## config.mk

```make
export PLATFORM = sky130hd
export DESIGN_NAME = serial_frame_receiver_with_handshake_ack_top_flat
export DESIGN_NICKNAME = d
export VERILOG_FILES = /design/src/rtl/sfr_pkg.sv /design/src/rtl/sfr_if.sv /design/src/rtl/sfr_parser.sv /design/src/rtl/sfr_cmd_fifo.sv /design/src/rtl/sfr_emitter.sv /design/src/rtl/serial_frame_receiver_with_handshake_ack_top.sv /design/src/flat_wrapper.sv
export SDC_FILE = /design/constraint.sdc
export NUM_CORES = 1
export LEC_CHECK = 0
export BUFFER_PORTS_ARGS = -buffer_cell sky130_fd_sc_hd__buf_2
export CAP_MARGIN = 20
export CORE_ASPECT_RATIO = 1.75
export CORE_MARGIN = 1.5
export CORE_UTILIZATION = 50
export CTS_CLUSTER_DIAMETER = 120
export DETAILED_ROUTE_END_ITERATION = 10
export GPL_ROUTABILITY_DRIVEN = 0
export PLACE_DENSITY = 0.75
export SLEW_MARGIN = 30
export SYNTH_ARGS = -nofsm -noshare
export SYNTH_HDL_FRONTEND = slang
export SYNTH_SLANG_ARGS = --single-unit
```

## constraint.sdc

```tcl
create_clock -name clock -period 8.75 [get_ports clock]
set_input_delay 1.75 -clock clock [delete_from_list [all_inputs] [get_ports clock]]
set_output_delay 1.75 -clock clock [all_outputs]
set_load 0.01 [all_outputs]
```

## src/rtl/sfr_pkg.sv

```systemverilog
package sfr_pkg;

   localparam int unsigned MAX_PAYLOAD_DEF = 4096;
   localparam int unsigned QUEUE_DEPTH_DEF = 4;

   localparam logic [7:0] HEADER_RST       = 8'hA5;
   localparam logic [7:0] USER_ID_RST      = 8'h01;
   localparam logic [7:0] CONFIRM_TYPE_RST = 8'hFF;
   localparam logic [7:0] HANDSHAKE_TYPE   = 8'h01;
   localparam logic [7:0] CONFIRM_LEN_LO   = 8'h04;
   localparam logic [7:0] CONFIRM_PAY0     = 8'hA5;
   localparam logic [3:0] CONFIRM_BYTES    = 4'd12;

   localparam logic [1:0] KIND_DATA    = 2'd0;
   localparam logic [1:0] KIND_END     = 2'd1;
   localparam logic [1:0] KIND_CONFIRM = 2'd2;

   localparam logic [1:0] STATUS_GOOD    = 2'd0;
   localparam logic [1:0] STATUS_BAD_SUM = 2'd1;
   localparam logic [1:0] STATUS_TOO_BIG = 2'd2;

   typedef enum logic [1:0] {
      CSR_HEADER       = 2'd0,
      CSR_USER_ID      = 2'd1,
      CSR_CONFIRM_TYPE = 2'd2
   } csr_index_type;

   typedef enum logic [3:0] {
      PH_HUNT    = 4'd0,
      PH_UID     = 4'd1,
      PH_TYPE    = 4'd2,
      PH_LEN_LO  = 4'd3,
      PH_LEN_HI  = 4'd4,
      PH_SID_LO  = 4'd5,
      PH_SID_HI  = 4'd6,
      PH_DATA    = 4'd7,
      PH_CHECK   = 4'd8
   } phase_type;

   typedef enum logic [1:0] {
      OP_DATA        = 2'd0,
      OP_END         = 2'd1,
      OP_END_CONFIRM = 2'd2
   } op_type;

   typedef struct packed {
      logic [7:0] header;
      logic [7:0] user_id;
      logic [7:0] confirm_type;
   } cfg_type;

   typedef struct packed {
      op_type      op;
      logic [7:0]  data;
      logic [7:0]  ftype;
      logic [15:0] sid;
      logic [1:0]  status;
      logic        hs_done;
   } cmd_type;

   typedef struct packed {
      logic [1:0]  kind;
      logic [7:0]  data;
      logic [7:0]  ftype;
      logic [15:0] sid;
      logic [1:0]  status;
      logic        hs_done;
      logic        last;
   } res_type;

   // byte i (0..11) of the handshake confirm frame
   function automatic logic [7:0] confirm_byte(input logic [3:0] idx,
                                               input cfg_type cfg,
                                               input logic [15:0] sid);
      logic [7:0] sum;
      logic [7:0] b;
      sum = cfg.header + cfg.user_id + cfg.confirm_type + CONFIRM_LEN_LO
            + sid[7:0] + sid[15:8] + CONFIRM_PAY0;
      case (idx)
         4'd0:    b = cfg.header;
         4'd1:    b = cfg.user_id;
         4'd2:    b = cfg.confirm_type;
         4'd3:    b = CONFIRM_LEN_LO;
         4'd5:    b = sid[7:0];
         4'd6:    b = sid[15:8];
         4'd7:    b = CONFIRM_PAY0;
         4'd11:   b = 8'(8'd0 - sum);
         default: b = 8'd0;
      endcase
      return b;
   endfunction

endpackage

```

## src/rtl/sfr_if.sv

```systemverilog
interface sfr_req_if;
   logic       valid;
   logic       ready;
   logic [7:0] rx_byte;
   modport source (output valid, output rx_byte, input ready);
   modport sink (input valid, input rx_byte, output ready);
endinterface

interface sfr_rsp_if;
   logic        valid;
   logic        ready;
   logic [1:0]  result_kind;
   logic [7:0]  data_byte;
   logic [7:0]  frame_type;
   logic [15:0] sequence_id;
   logic [1:0]  frame_status;
   logic        handshake_done;
   logic        last_of_run;
   modport source (output valid, output result_kind, output data_byte, output frame_type,
                   output sequence_id, output frame_status, output handshake_done,
                   output last_of_run, input ready);
   modport sink (input valid, input result_kind, input data_byte, input frame_type,
                 input sequence_id, input frame_status, input handshake_done,
                 input last_of_run, output ready);
endinterface

```

## src/rtl/sfr_parser.sv

```systemverilog
module sfr_parser #(
   parameter int unsigned MAX_PAYLOAD = sfr_pkg::MAX_PAYLOAD_DEF
) (
   input  logic             clock,
   input  logic             reset,
   input  sfr_pkg::cfg_type cfg,
   input  logic             accept,
   input  logic [7:0]       rx_byte,
   output logic             push,
   output sfr_pkg::cmd_type cmd
);
   import sfr_pkg::*;

   localparam logic [15:0] MaxLen = 16'(MAX_PAYLOAD);

   phase_type   phase_ff, phase_in;
   logic [7:0]  type_ff, type_in;
   logic [15:0] len_ff, len_in;
   logic [15:0] sid_ff, sid_in;
   logic [15:0] cnt_ff, cnt_in;
   logic [7:0]  sum_ff, sum_in;
   logic        hs_ff, hs_in;

   logic [15:0] len_full;
   logic [15:0] cnt_next;
   logic [7:0]  sum_add;
   logic        too_big;
   logic        good;
   logic        hs_frame;

   assign len_full = {rx_byte, len_ff[7:0]};
   assign too_big  = len_full > MaxLen;
   assign cnt_next = cnt_ff + 16'd1;
   assign sum_add  = sum_ff + rx_byte;
   assign good     = (sum_add == 8'd0);
   assign hs_frame = good && (type_ff == HANDSHAKE_TYPE);

   // next phase
   always_comb begin
      phase_in = phase_ff;
      if (accept) begin
         unique case (phase_ff)
            PH_UID: begin
               if (rx_byte == cfg.user_id) phase_in = PH_TYPE;
               else if (rx_byte == cfg.header) phase_in = PH_UID;
               else phase_in = PH_HUNT;
            end
            PH_TYPE:   phase_in = PH_LEN_LO;
            PH_LEN_LO: phase_in = PH_LEN_HI;
            PH_LEN_HI: phase_in = too_big ? PH_HUNT : PH_SID_LO;
            PH_SID_LO: phase_in = PH_SID_HI;
            PH_SID_HI: phase_in = (len_ff == 16'd0) ? PH_CHECK : PH_DATA;
            PH_DATA:   phase_in = (cnt_next >= len_ff) ? PH_CHECK : PH_DATA;
            PH_CHECK:  phase_in = PH_HUNT;
            default:   phase_in = (rx_byte == cfg.header) ? PH_UID : PH_HUNT;
         endcase
      end
   end

   // field capture and command generation
   always_comb begin
      type_in = type_ff;
      len_in  = len_ff;
      sid_in  = sid_ff;
      cnt_in  = cnt_ff;
      sum_in  = sum_ff;
      hs_in   = hs_ff;
      push    = 1'b0;
      cmd     = '{op: OP_DATA, data: rx_byte, ftype: type_ff, sid: sid_ff,
                  status: STATUS_GOOD, hs_done: hs_ff};
      if (accept) begin
         unique case (phase_ff)
            PH_UID: begin
               if (rx_byte == cfg.user_id) begin
                  sum_in = sum_add;
               end else if (rx_byte == cfg.header) begin
                  sum_in  = rx_byte;
                  type_in = 8'd0;
                  len_in  = 16'd0;
                  sid_in  = 16'd0;
                  cnt_in  = 16'd0;
               end
            end
            PH_TYPE: begin
               type_in = rx_byte;
               sum_in  = sum_add;
            end
            PH_LEN_LO: begin
               len_in = {8'd0, rx_byte};
               sum_in = sum_add;
            end
            PH_LEN_HI: begin
               len_in = len_full;
               sum_in = sum_add;
               if (too_big) begin
                  push       = 1'b1;
                  cmd.op     = OP_END;
                  cmd.data   = 8'd0;
                  cmd.ftype  = 8'd0;
                  cmd.sid    = 16'd0;
                  cmd.status = STATUS_TOO_BIG;
               end
            end
            PH_SID_LO: begin
               sid_in = {8'd0, rx_byte};
               sum_in = sum_add;
            end
            PH_SID_HI: begin
               sid_in = {rx_byte, sid_ff[7:0]};
               sum_in = sum_add;
               cnt_in = 16'd0;
            end
            PH_DATA: begin
               sum_in = sum_add;
               cnt_in = cnt_next;
               push   = 1'b1;
            end
            PH_CHECK: begin
               hs_in       = hs_ff | hs_frame;
               push        = 1'b1;
               cmd.op      = hs_frame ? OP_END_CONFIRM : OP_END;
               cmd.data    = 8'd0;
               cmd.status  = good ? STATUS_GOOD : STATUS_BAD_SUM;
               cmd.hs_done = hs_ff | hs_frame;
            end
            default: begin
               if (rx_byte == cfg.header) begin
                  sum_in  = rx_byte;
                  type_in = 8'd0;
                  len_in  = 16'd0;
                  sid_in  = 16'd0;
                  cnt_in  = 16'd0;
               end
            end
         endcase
      end
   end

   always_ff @(posedge clock) begin
      if (reset) begin
         phase_ff <= PH_HUNT;
         type_ff  <= 8'd0;
         len_ff   <= 16'd0;
         sid_ff   <= 16'd0;
         cnt_ff   <= 16'd0;
         sum_ff   <= 8'd0;
         hs_ff    <= 1'b0;
      end else begin
         phase_ff <= phase_in;
         type_ff  <= type_in;
         len_ff   <= len_in;
         sid_ff   <= sid_in;
         cnt_ff   <= cnt_in;
         sum_ff   <= sum_in;
         hs_ff    <= hs_in;
      end
   end

endmodule

```

## src/rtl/sfr_cmd_fifo.sv

```systemverilog
module sfr_cmd_fifo #(
   parameter int unsigned DEPTH = sfr_pkg::QUEUE_DEPTH_DEF
) (
   input  logic             clock,
   input  logic             reset,
   input  logic             push,
   input  sfr_pkg::cmd_type wr_data,
   input  logic             pop,
   output sfr_pkg::cmd_type rd_data,
   output logic             empty,
   output logic             full
);
   import sfr_pkg::*;

   localparam int unsigned AW = (DEPTH > 1) ? $clog2(DEPTH) : 1;
   localparam int unsigned CW = $clog2(DEPTH + 1);
   localparam logic [AW-1:0] LastPtr = AW'(DEPTH - 1);
   localparam logic [CW-1:0] FullCnt = CW'(DEPTH);

   cmd_type       mem [DEPTH];
   logic [AW-1:0] wr_ptr_ff, wr_ptr_in;
   logic [AW-1:0] rd_ptr_ff, rd_ptr_in;
   logic [CW-1:0] count_ff, count_in;

   assign empty   = (count_ff == '0);
   assign full    = (count_ff == FullCnt);
   assign rd_data = mem[rd_ptr_ff];

   always_comb begin
      wr_ptr_in = wr_ptr_ff;
      rd_ptr_in = rd_ptr_ff;
      count_in  = count_ff;
      if (push) wr_ptr_in = (wr_ptr_ff == LastPtr) ? '0 : wr_ptr_ff + AW'(1);
      if (pop) rd_ptr_in = (rd_ptr_ff == LastPtr) ? '0 : rd_ptr_ff + AW'(1);
      if (push && !pop) count_in = count_ff + CW'(1);
      else if (pop && !push) count_in = count_ff - CW'(1);
   end

   always_ff @(posedge clock) begin
      if (push) mem[wr_ptr_ff] <= wr_data;
   end

   always_ff @(posedge clock) begin
      if (reset) begin
         wr_ptr_ff <= '0;
         rd_ptr_ff <= '0;
         count_ff  <= '0;
      end else begin
         wr_ptr_ff <= wr_ptr_in;
         rd_ptr_ff <= rd_ptr_in;
         count_ff  <= count_in;
      end
   end

endmodule

```

## src/rtl/sfr_emitter.sv

```systemverilog
module sfr_emitter (
   input  logic             clock,
   input  logic             reset,
   input  sfr_pkg::cfg_type cfg,
   input  logic             cmd_valid,
   input  sfr_pkg::cmd_type cmd,
   output logic             pop,
   output logic             out_valid,
   input  logic             out_ready,
   output sfr_pkg::res_type out_res
);
   import sfr_pkg::*;

   logic [3:0] idx_ff, idx_in;
   logic       valid_ff, valid_in;
   res_type    res_ff, res_in;
   logic       load;

   // output register refills whenever a command is waiting and it is empty or being drained
   assign load      = cmd_valid && (!valid_ff || out_ready);
   assign pop       = load && res_in.last;
   assign out_valid = valid_ff;
   assign out_res   = res_ff;

   always_comb begin
      res_in = '{kind: KIND_DATA, data: cmd.data, ftype: cmd.ftype, sid: cmd.sid,
                 status: STATUS_GOOD, hs_done: cmd.hs_done, last: 1'b1};
      unique case (cmd.op)
         OP_DATA: res_in.kind = KIND_DATA;
         OP_END: begin
            res_in.kind   = KIND_END;
            res_in.data   = 8'd0;
            res_in.status = cmd.status;
         end
         OP_END_CONFIRM: begin
            // frame end first, then the twelve confirm bytes
            if (idx_ff == 4'd0) begin
               res_in.kind   = KIND_END;
               res_in.data   = 8'd0;
               res_in.status = cmd.status;
               res_in.last   = 1'b0;
            end else begin
               res_in.kind = KIND_CONFIRM;
               res_in.data = confirm_byte(idx_ff - 4'd1, cfg, cmd.sid);
               res_in.last = (idx_ff == CONFIRM_BYTES);
            end
         end
         default: res_in.kind = KIND_DATA;
      endcase
   end

   always_comb begin
      idx_in   = idx_ff;
      valid_in = valid_ff;
      if (load) begin
         idx_in   = res_in.last ? 4'd0 : idx_ff + 4'd1;
         valid_in = 1'b1;
      end else if (out_ready) begin
         valid_in = 1'b0;
      end
   end

   always_ff @(posedge clock) begin
      if (load) res_ff <= res_in;
   end

   always_ff @(posedge clock) begin
      if (reset) begin
         idx_ff   <= 4'd0;
         valid_ff <= 1'b0;
      end else begin
         idx_ff   <= idx_in;
         valid_ff <= valid_in;
      end
   end

endmodule

```

## src/rtl/serial_frame_receiver_with_handshake_ack_top.sv

```systemverilog
// An accepted byte passes the command queue and the emitter's output register
// before its first result beat. Throughput: one byte per cycle while the queue
// has room; the result side sends one beat per cycle while ready is high, so a
// handshake frame end with twelve confirm bytes is a burst the queue absorbs.
// Reset (synchronous, active high) restores the registers to their defaults,
// returns the parser to header hunting, clears the handshake flag and queue.
module serial_frame_receiver_with_handshake_ack_top #(
   parameter int unsigned MAX_PAYLOAD = sfr_pkg::MAX_PAYLOAD_DEF,
   parameter int unsigned QUEUE_DEPTH = sfr_pkg::QUEUE_DEPTH_DEF
) (
   input  logic        clock,
   input  logic        reset,
   sfr_req_if.sink     req_if,
   sfr_rsp_if.source   rsp_if,
   input  logic        csr_we,
   input  logic [1:0]  csr_index,
   input  logic [7:0]  csr_wdata
);
   import sfr_pkg::*;

   cfg_type cfg_ff;
   cmd_type push_cmd;
   cmd_type head_cmd;
   res_type res;
   logic    push;
   logic    pop;
   logic    q_empty;
   logic    q_full;
   logic    accept;

   assign req_if.ready = !q_full;
   assign accept       = req_if.valid && !q_full;

   always_ff @(posedge clock) begin
      if (reset) begin
         cfg_ff <= '{header: HEADER_RST, user_id: USER_ID_RST,
                     confirm_type: CONFIRM_TYPE_RST};
      end else if (csr_we) begin
         case (csr_index)
            CSR_HEADER:       cfg_ff.header       <= csr_wdata;
            CSR_USER_ID:      cfg_ff.user_id      <= csr_wdata;
            CSR_CONFIRM_TYPE: cfg_ff.confirm_type <= csr_wdata;
            default:          cfg_ff              <= cfg_ff;
         endcase
      end
   end

   sfr_parser #(.MAX_PAYLOAD(MAX_PAYLOAD)) u_parser (
      .clock   (clock),
      .reset   (reset),
      .cfg     (cfg_ff),
      .accept  (accept),
      .rx_byte (req_if.rx_byte),
      .push    (push),
      .cmd     (push_cmd)
   );

   sfr_cmd_fifo #(.DEPTH(QUEUE_DEPTH)) u_fifo (
      .clock   (clock),
      .reset   (reset),
      .push    (push),
      .wr_data (push_cmd),
      .pop     (pop),
      .rd_data (head_cmd),
      .empty   (q_empty),
      .full    (q_full)
   );

   sfr_emitter u_emitter (
      .clock     (clock),
      .reset     (reset),
      .cfg       (cfg_ff),
      .cmd_valid (!q_empty),
      .cmd       (head_cmd),
      .pop       (pop),
      .out_valid (rsp_if.valid),
      .out_ready (rsp_if.ready),
      .out_res   (res)
   );

   assign rsp_if.result_kind    = res.kind;
   assign rsp_if.data_byte      = res.data;
   assign rsp_if.frame_type     = res.ftype;
   assign rsp_if.sequence_id    = res.sid;
   assign rsp_if.frame_status   = res.status;
   assign rsp_if.handshake_done = res.hs_done;
   assign rsp_if.last_of_run    = res.last;

   a_status_only_at_end: assert property (@(posedge clock) disable iff (reset)
      rsp_if.valid && rsp_if.result_kind != KIND_END |-> rsp_if.frame_status == STATUS_GOOD)
      else $error("frame status set on a non frame-end beat");

   a_len_error_fields: assert property (@(posedge clock) disable iff (reset)
      rsp_if.valid && rsp_if.frame_status == STATUS_TOO_BIG
      |-> rsp_if.frame_type == 8'd0 && rsp_if.sequence_id == 16'd0 && rsp_if.last_of_run)
      else $error("length error beat carries frame fields");

   a_handshake_sticky: assert property (@(posedge clock) disable iff (reset)
      rsp_if.valid && rsp_if.ready && rsp_if.handshake_done
      |=> !rsp_if.valid || rsp_if.handshake_done)
      else $error("handshake flag dropped");

   a_confirm_follows_end: assert property (@(posedge clock) disable iff (reset)
      rsp_if.valid && rsp_if.ready && rsp_if.result_kind == KIND_END && !rsp_if.last_of_run
      |=> rsp_if.valid && rsp_if.result_kind == KIND_CONFIRM)
      else $error("confirm frame does not follow its frame end");

endmodule

```

## src/flat_wrapper.sv

```systemverilog
// flat-port wrapper written by rule: the top's interface ports become plain ports
module serial_frame_receiver_with_handshake_ack_top_flat import sfr_pkg::*;
#(
   parameter int unsigned MAX_PAYLOAD = sfr_pkg::MAX_PAYLOAD_DEF,
   parameter int unsigned QUEUE_DEPTH = sfr_pkg::QUEUE_DEPTH_DEF
)
  (clock, reset, csr_we, csr_index, csr_wdata, req_if_valid, req_if_rx_byte, req_if_ready, rsp_if_valid, rsp_if_result_kind, rsp_if_data_byte, rsp_if_frame_type, rsp_if_sequence_id, rsp_if_frame_status, rsp_if_handshake_done, rsp_if_last_of_run, rsp_if_ready);
  sfr_req_if req_if_i ();
  sfr_rsp_if rsp_if_i ();
  input  logic clock;
  input  logic reset;
  input  logic csr_we;
  input  logic [1:0] csr_index;
  input  logic [7:0] csr_wdata;
  input wire logic [$bits(req_if_i.valid)-1:0] req_if_valid;
  input wire logic [$bits(req_if_i.rx_byte)-1:0] req_if_rx_byte;
  output wire logic [$bits(req_if_i.ready)-1:0] req_if_ready;
  output wire logic [$bits(rsp_if_i.valid)-1:0] rsp_if_valid;
  output wire logic [$bits(rsp_if_i.result_kind)-1:0] rsp_if_result_kind;
  output wire logic [$bits(rsp_if_i.data_byte)-1:0] rsp_if_data_byte;
  output wire logic [$bits(rsp_if_i.frame_type)-1:0] rsp_if_frame_type;
  output wire logic [$bits(rsp_if_i.sequence_id)-1:0] rsp_if_sequence_id;
  output wire logic [$bits(rsp_if_i.frame_status)-1:0] rsp_if_frame_status;
  output wire logic [$bits(rsp_if_i.handshake_done)-1:0] rsp_if_handshake_done;
  output wire logic [$bits(rsp_if_i.last_of_run)-1:0] rsp_if_last_of_run;
  input wire logic [$bits(rsp_if_i.ready)-1:0] rsp_if_ready;
  assign req_if_i.valid = req_if_valid;
  assign req_if_i.rx_byte = req_if_rx_byte;
  assign req_if_ready = req_if_i.ready;
  assign rsp_if_valid = rsp_if_i.valid;
  assign rsp_if_result_kind = rsp_if_i.result_kind;
  assign rsp_if_data_byte = rsp_if_i.data_byte;
  assign rsp_if_frame_type = rsp_if_i.frame_type;
  assign rsp_if_sequence_id = rsp_if_i.sequence_id;
  assign rsp_if_frame_status = rsp_if_i.frame_status;
  assign rsp_if_handshake_done = rsp_if_i.handshake_done;
  assign rsp_if_last_of_run = rsp_if_i.last_of_run;
  assign rsp_if_i.ready = rsp_if_ready;
  serial_frame_receiver_with_handshake_ack_top #(.MAX_PAYLOAD(MAX_PAYLOAD), .QUEUE_DEPTH(QUEUE_DEPTH)) u_core (.clock(clock), .reset(reset), .req_if(req_if_i), .rsp_if(rsp_if_i), .csr_we(csr_we), .csr_index(csr_index), .csr_wdata(csr_wdata));
endmodule
```

[After elaboration in Yosys (flattened, before gate mapping)]
Memory sizes are Yosys's and may differ from the RTL's. A register that Yosys moved wholly into a read port is not among the register bits.
Index checks and enable logic that the tools add are counted.
Operators by class
  $add $sub $neg: 15
  order comparisons: 2
  equality and inequality tests: 27
  muxes and demuxes: 51
  bitwise logic cells: 8
  reduce and logical (&&, ||, !) cells: 36
Operators by type and width (count)
  $pmux W16 S4: 3
  $mux W16: 6
  $pmux W8 S8: 1
  $pmux W8 S3: 2
  $add A8 B8 Y8: 5
  $mux W37: 1
  $mux W35: 1
  $mux W8: 4
  $pmux W4 S8: 1
  $eq A4 B3 Y1 const B: 7
  $mux W24: 1
  $pmux W10 S2: 1
  $add A16 B1 Y16 const B: 1
  $eq A4 B2 Y1 const B: 4
  $eq A8 B8 Y1: 2
  $ge A16 B16 Y1: 1
  $gt A16 B13 Y1 const B: 1
  $logic_not A16 Y1: 1
  $pmux W8 S2: 1
  $reduce_or A5 Y1: 3
  $mux W2: 7
  $eq A4 B4 Y1 const B: 3
  $mux W4: 3
  $pmux W2 S2: 3
  other kinds (33): 76
Word-level totals
  bits in registers: 143
  bits in writable memories: 148
  input bits: 23
  output and inout bits: 40
  word-level logic and storage cells: 164
  memories kept: 1
Memory list
  u_core.u_fifo.mem: words 4, width 37, rd ports 1, clocked after memory_dff 1, write ports 1, line sfr_cmd_fifo.sv:20  | cmd_type mem [DEPTH];

[Longest topological paths before layout]
Gate-level depths: netlist of run 1.
  depth in word-level cells: 10
  depth in mapped cells: 17
  gate-level depth less buffers: 15

[Cells and area by module]
A second synthesis of run 1 with hierarchy kept.
Unflattened totals
  cell total of the unflattened synthesis: 1231
  area, all modules: 14935.6 um^2
By module, submodules not included
  sfr_cmd_fifo: instances 1, cells each 237, area each 5835.6 um^2, sequential area each 4624.4 um^2
  sfr_parser: instances 1, cells each 596, area each 4939.7 um^2, sequential area each 1381.3 um^2
  sfr_emitter: instances 1, cells each 296, area each 3149.3 um^2, sequential area each 1241.2 um^2
  serial_frame_receiver_with_handshake_ack_top: instances 1, cells each 102, area each 1011.0 um^2, sequential area each 480.5 um^2

[Worst setup path after synthesis of run 1]
OpenSTA, ideal clock, no wires.
  kind: flip-flop to flip-flop
  start point: reg (tool-made name)
  end point: reg u_core.u_emitter.res_ff, in the netlist u_core.u_emitter.out_res[34] (data pin)
  library setup time: 0.275 ns
  data arrival time: 4.300 ns
  data required time: 8.475 ns
  setup slack: 4.175 ns
  cell stages (with the launch flop): 16
  buffers on the path: 2
  clock period less this slack: 4.575 ns
  cells stage by stage: dfxtp_1 -> buf_2 -> buf_2 -> mux4_2 -> fa_1 -> inv_1 -> fa_1 -> fa_1 -> ha_1 -> fa_1 -> a21o_1 -> a21oi_1 -> xnor2_1 -> a22oi_1 -> and3_1 -> o21ai_0
RTL lines
  end signal, assigned: line sfr_emitter.sv:64  | if (load) res_ff <= res_in;
  end, declared: line sfr_emitter.sv:16  | res_type res_ff, res_in;

==> flow_summary.json, run 1 <==
{
  "r2r_slack_ps": 3740,
  "coreArea_mm2": 0.0285,
  "drt_iter0_drc": 821,
  "die_x_um": 131,
  "first_global_vias": 10100,
  "final_cells": 1647,
  "synth-edff-count": 186,
  "cts.sinks": 293,
  "reg2reg_depth": 15,
  "fin_crit_ps": 5010,
  "worstPathArrival_ps": 5310,
  "endpoint_kind": "flip-flop",
  "worstHoldStart": "u_core.u_parser.sid_ff[13]",
  "max_freq_mhz": 200,
  "avgSynthCellArea_um2": 11.8,
  "ys_types": 80,
  "seq_area_frac_synth": 0.536,
  "dp_cells": 1598,
  "cts_tree": "done",
  "tns_ps": 0,
  "layout_commonest_cell": "edfxtp_1",
  "hp-class": "reg2reg",
  "path_clk_slew_ps": 70,
  "grt-ovfl-total": 0,
  "dieArea_mm2": 0.0299,
  "die_y_um": 228,
  "final_cell_mix": "edfxtp_1, dfxtp_1, a21oi_1",
  "cts_buffer_depth": 3,
  "postCtsSetupBuffers": 0,
  "power.leakage_nw": 5.59,
  "hold_violations": 0,
  "initial_core_util": 0.506,
  "netlist_instances": 1219,
  "ys_async_sr_fraction": 0,
  "cts_resized": 0,
  "drive_gt1_frac": 0.142,
  "areaGrowthSynthToFinish_pct": 10.3,
  "status": "finished clean",
  "power_density_mw_per_mm2": 175,
  "maxSlewHeadroom": 0.356,
  "setup_viol": 0,
  "vias": 10200,
  "fp-row-count": 82,
  "ys_warn_count": 0,
  "grt_first_pass_wirelength_um": 55200,
  "critPathLaunchType": "flip-flop",
  "drc": 0,
  "ys_ff_latch": 293,
  "drt_first_pass_iters": 5,
  "viasPerCell": 6.17,
  "cp.required_ps": 9050,
  "finalNetCount": 1344,
  "hold_ws_ps": 447,
  "worstMarginPinSlew_ps": 963,
  "crit_path_max_fanout": 37,
  "cts_buffers": 26,
  "drv_cap": 0,
  "min_to": "u_core.u_parser.sid_ff[13]",
  "r2r-end": "u_core.u_emitter.out_res[33]",
  "crit_type": "reg2reg",
  "syn_nets": 1315,
  "max-vdd-ir-drop_mv": 0.146,
  "cts_hold_buf": 0,
  "final.setup_skew_ps": 10.7,
  "synth_area_mm2": 0.0144,
  "ant_nets": 0,
  "clk_latency_ps": 540,
  "port_buffers": 62,
  "place.detailed.hpwl_um": 25100,
  "cts_root_buffer": "clkbuf_16",
  "grtUsageTotal": 0.238,
  "grt_max_degree": 62,
  "rsz0062_at_grt": "false",
  "holdPathStages": 2,
  "wire_per_inst_um": 21.7,
  "fin_crit_sh": 0.573,
  "grt_antenna_before_repair": 1,
  "slew_violations": 0,
  "ios": 63,
  "wl_um": 35800,
  "synthFlopType": "edfxtp_1",
  "htreeDepth": 1
}
-- cell type report --
type / instances / area [um^2]
fill: 2338 / 12600
sequential: 293 / 7730
multi-input combinational: 775 / 6120
clock buffer: 32 / 734
tap: 378 / 473
timing repair buffer: 72 / 385
inverter: 80 / 300
clock inverter: 16 / 159
antenna: 1 / 2.50
-- worst max-delay path, cell delays in order (launching register included) --
cell and delay (ps):
dfxtp_2 310, buf_4 580, mux4_2 650, fa_1 550, inv_1 60, fa_1 480
inv_1 50, fa_1 540, inv_1 80, ha_1 300, a21o_1 180, a21oi_1 260
xnor2_1 100, a222oi_1 300, a31oi_1 130, a21o_1 200
-- per-layer routing --
layer	up-vias	share of wire	global-route usage
met5	-	0	0
met4	0	0.077	0.176
met3	163	0.056	0.0315
met2	409	0.52	0.450
met1	5008	0.34	0.240
li1	4577	-	-
-- synthesized netlist by cell type, drive strengths merged, types with 18 or more instances --
library cell	number	area, um^2
nor2b	30	188
clkbuf	39	146
nand4	39	244
mux2i	24	240
inv	79	297
mux4	37	833
a22oi	18	135
nor2	69	262
and2	22	138
fa	22	440
xor2	21	184
xnor2	29	273
o21ai	40	200
dfxtp	107	2140
edfxtp	186	5590
buf	32	166
nand3	26	130
a21oi	85	429
nand2	81	304
ha	51	638
-- report_power, final --
group          leakage (nW)  total, mW  switching, mW  internal (mW)
Combinational          2.69      0.136         0.0863         0.0494
Clock                 0.435       1.19          0.522          0.664
Sequential             2.47       1.46        0.00659           1.46
-- stage by stage --
| stage | power [mW] | setup WS [ps] | util | area, um^2 |
|---|---|---|---|---|
| global placement | 1.62 | 3780 | 0.525 | 15000 |
| global route | 2.86 | 3500 | 0.557 | 15900 |
| finish | 2.79 | 3740 | 0.557 | 15900 |
| CTS | 2.80 | 3700 | 0.557 | 15900 |
| detailed placement | 1.63 | 3700 | 0.526 | 15000 |
| floorplan | 1.59 | 4170 | - | 14400 |
-- sequential cells by signal, summed over array words and instances (netlist names), named ones only --
name and flops:
u_core.cfg_ff 24, u_core.u_emitter.idx_ff 4, u_core.u_emitter.out_res 38, u_core.u_emitter.out_valid 1
u_core.u_fifo.count_ff 3, u_core.u_fifo.mem 148, u_core.u_fifo.rd_ptr_ff 2, u_core.u_fifo.wr_ptr_ff 2
u_core.u_parser.cnt_ff 16, u_core.u_parser.hs_ff 1, u_core.u_parser.len_ff 16, u_core.u_parser.phase_ff 4
u_core.u_parser.sid_ff 16, u_core.u_parser.sum_ff 8, u_core.u_parser.type_ff 8
-- worst max-delay path by stage --
stage,end,start,slack (ps),cells past startpoint
6_report,u_core.u_emitter.out_res[33],flip-flop,3740,15
5_1_grt,u_core.u_emitter.out_res[33],flip-flop,3500,15
4_1_cts,u_core.u_emitter.out_res[33],flip-flop,3700,15
2_1_floorplan,u_core.u_emitter.out_res[34],flip-flop,4170,15
3_5_place_dp,u_core.u_emitter.out_res[33],flip-flop,3700,15
3_3_place_gp,u_core.u_emitter.out_res[33],flip-flop,3780,15
-- cell families after synthesis --
| logic type | count (synthesis) | synth area share |
|---|---|---|
| simple gates | 347 | 0.128 |
| buf+inv | 151 | 0.0425 |
| compound gates | 244 | 0.113 |
| mux | 61 | 0.0745 |
| xor+xnor | 50 | 0.0317 |
| flops | 293 | 0.536 |
| fa+ha+maj | 73 | 0.0748 |
Power figures use the tool's default switching activity.
==> run 2: changes to the inputs <==
- clock period: 8.75 -> 4.87 ns (I/O delays scaled with it)
==> run 2 against run 1 <==
Against the previous run: sequential power increased by 80%; clock skew increased by 7.6 ps; critical path depth decreased by 1; power increased by 82%; sequential cell count unchanged; first-iteration DRC count decreased by 23%; routed wire length increased by 2.5%; hold slack improved by 2.6 ps; combinational power increased by 86%; cell count increased by 0.91%; critical path type unchanged.
==> flow_summary.json, run 2 (synthesized netlist as in run 1, its figures left out) <==
{
  "slew_violations": 0,
  "max_freq_mhz": 218,
  "tns_ps": 0,
  "final_cell_mix": "edfxtp_1, dfxtp_1, a21oi_1",
  "setup_ws_ps": 289,
  "grtUsageTotal": 0.245,
  "hold_violations": 0,
  "cts.sinks": 293,
  "wire_per_inst_um": 22.1,
  "maxSlewHeadroom": 0.407,
  "cts_tree": "done",
  "dieArea_mm2": 0.0299,
  "fin_crit_sh": 0.941,
  "critical_path.max_stage_delay_ps": 610,
  "finalNetCount": 1360,
  "antenna_cells": 0,
  "power_density_mw_per_mm2": 316,
  "worstMarginPinSlew_ps": 882,
  "clk_latency_ps": 550,
  "port_buffers": 62,
  "rsz0062_at_grt": "false",
  "path_clk_slew_ps": 70,
  "die_y_um": 228,
  "crit_type": "reg2reg",
  "worstPathArrival_ps": 4880,
  "grt-ovfl-total": 0,
  "cts_buffers": 26,
  "place_ws_ps": 328,
  "fillers": 2346,
  "ios": 63,
  "drv_cap": 0,
  "first_global_vias": 10400,
  "endpoint_kind": "flip-flop",
  "viasPerCell": 6.06,
  "fp-row-count": 82,
  "crit_chain": "mux4_2, fa_1, inv_1, fa_1, inv_1, fa_1, inv_1, ha_1, a21o_1, a21oi_1, xnor2_1, a222oi_1, a31oi_1, a21o_1",
  "worst_path_max_delay_cell": "mux4_2",
  "htreeDepth": 1,
  "drt_iter0_drc": 634,
  "cts_buffer_depth": 3,
  "cts_hold_buf": 0,
  "critPathLaunchType": "flip-flop",
  "drt_first_pass_iters": 5,
  "place.detailed.hpwl_um": 26100,
  "grt_first_pass_wirelength_um": 56700,
  "cts_root_buffer": "clkbuf_16",
  "layout_commonest_cell": "edfxtp_1",
  "drive_gt1_frac": 0.150,
  "hp-class": "reg2reg",
  "regMostFlops": "u_core.u_fifo.mem",
  "postCtsSetupBuffers": 0,
  "grt_max_degree": 57,
  "fin_crit_ps": 4580,
  "power.leakage_nw": 5.68,
  "wl_um": 36700,
  "cts_resized": 0,
  "initial_core_util": 0.506,
  "hold_ws_ps": 450,
  "p_total_mw": 5.06,
  "die_x_um": 131,
  "max-vdd-ir-drop_mv": 0.225,
  "status": "finished clean",
  "coreArea_mm2": 0.0285,
  "drc": 0,
  "grt_antenna_before_repair": 0,
  "setup_viol": 0,
  "ant_nets": 0,
  "vias": 10100,
  "areaGrowthSynthToFinish_pct": 11.1,
  "crit_path_max_fanout": 10,
  "final.setup_skew_ps": 18.3,
  "cp.required_ps": 5170,
  "largest_reg_flops": 148
}
-- run 2: cell types whose count changed in the layout (fill, tap and decap cells not counted), sizes merged --
cell	before	now
buf	72	88
inv	83	82
bufinv	2	4
clkbuf	32	28
diode	1	0
clkinv	8	11
-- run 2: worst paths after layout --
check | startpoint | endpoint | slack [ps] | cells after the start
worst min register to register | u_core.u_parser.sid_ff[13] | u_core.u_parser.sid_ff[13] | 450 | 2
worst max-delay path | flip-flop | u_core.u_emitter.out_res[33] | 290 | 14
worst min-delay path | u_core.u_parser.sid_ff[13] | u_core.u_parser.sid_ff[13] | 450 | 2
worst max register to register | flip-flop | u_core.u_emitter.out_res[33] | 290 | 14
-- run 2: where the power goes --
| part | switching (mW) | total (mW) | leakage (nW) | internal (mW) |
|---|---|---|---|---|
| Clock | 0.941 | 2.18 | 0.438 | 1.23 |
| Combinational | 0.162 | 0.253 | 2.77 | 0.0913 |
| Sequential | 0.0120 | 2.63 | 2.47 | 2.62 |
| Total | 1.12 | 5.06 | 5.68 | 3.95 |
-- run 2: layer usage --
metal | vias up | wire [um] | track usage
met5 | - | 0 | 0
met4 | 0 | 2870 | 0.188
met3 | 127 | 1900 | 0.0333
met2 | 407 | 19200 | 0.455
met1 | 4944 | 12700 | 0.251
li1 | 4601 | - | -
-- run 2: through the flow --
step                      instance area (um^2)  cells  utilization
after floorplan                          14400   1219            -
after global placement                   15100   1614        0.529
after detailed placement                 15100   1614        0.530
after CTS                                16000   1662        0.561
after global routing                     16000   1662        0.561
final                                    16000   1662        0.561
-- run 2: area by class of cell --
type	count	area, um^2	area share
Clock buffer	28	679	0.0424
Clock inverter	20	221	0.0138
Inverter	80	300	0.0188
Multi-Input combinational cell	775	6110	0.381
Sequential cell	293	7730	0.483
Tap cell	378	473	0.0295
Timing Repair Buffer	88	505	0.0316
-- run 2: worst max-delay path, delay by kind of cell, from the launching register on --
| kind | cells | cell delay, ps |
|---|---|---|
| XOR/XNOR | 1 | 100 |
| AO/OA/AOI/OAI | 5 | 1080 |
| flip-flops | 1 | 540 |
| multiplexers | 1 | 610 |
| buffers and inverters | 3 | 170 |
| adder cells (fa/ha/maj) | 4 | 1830 |
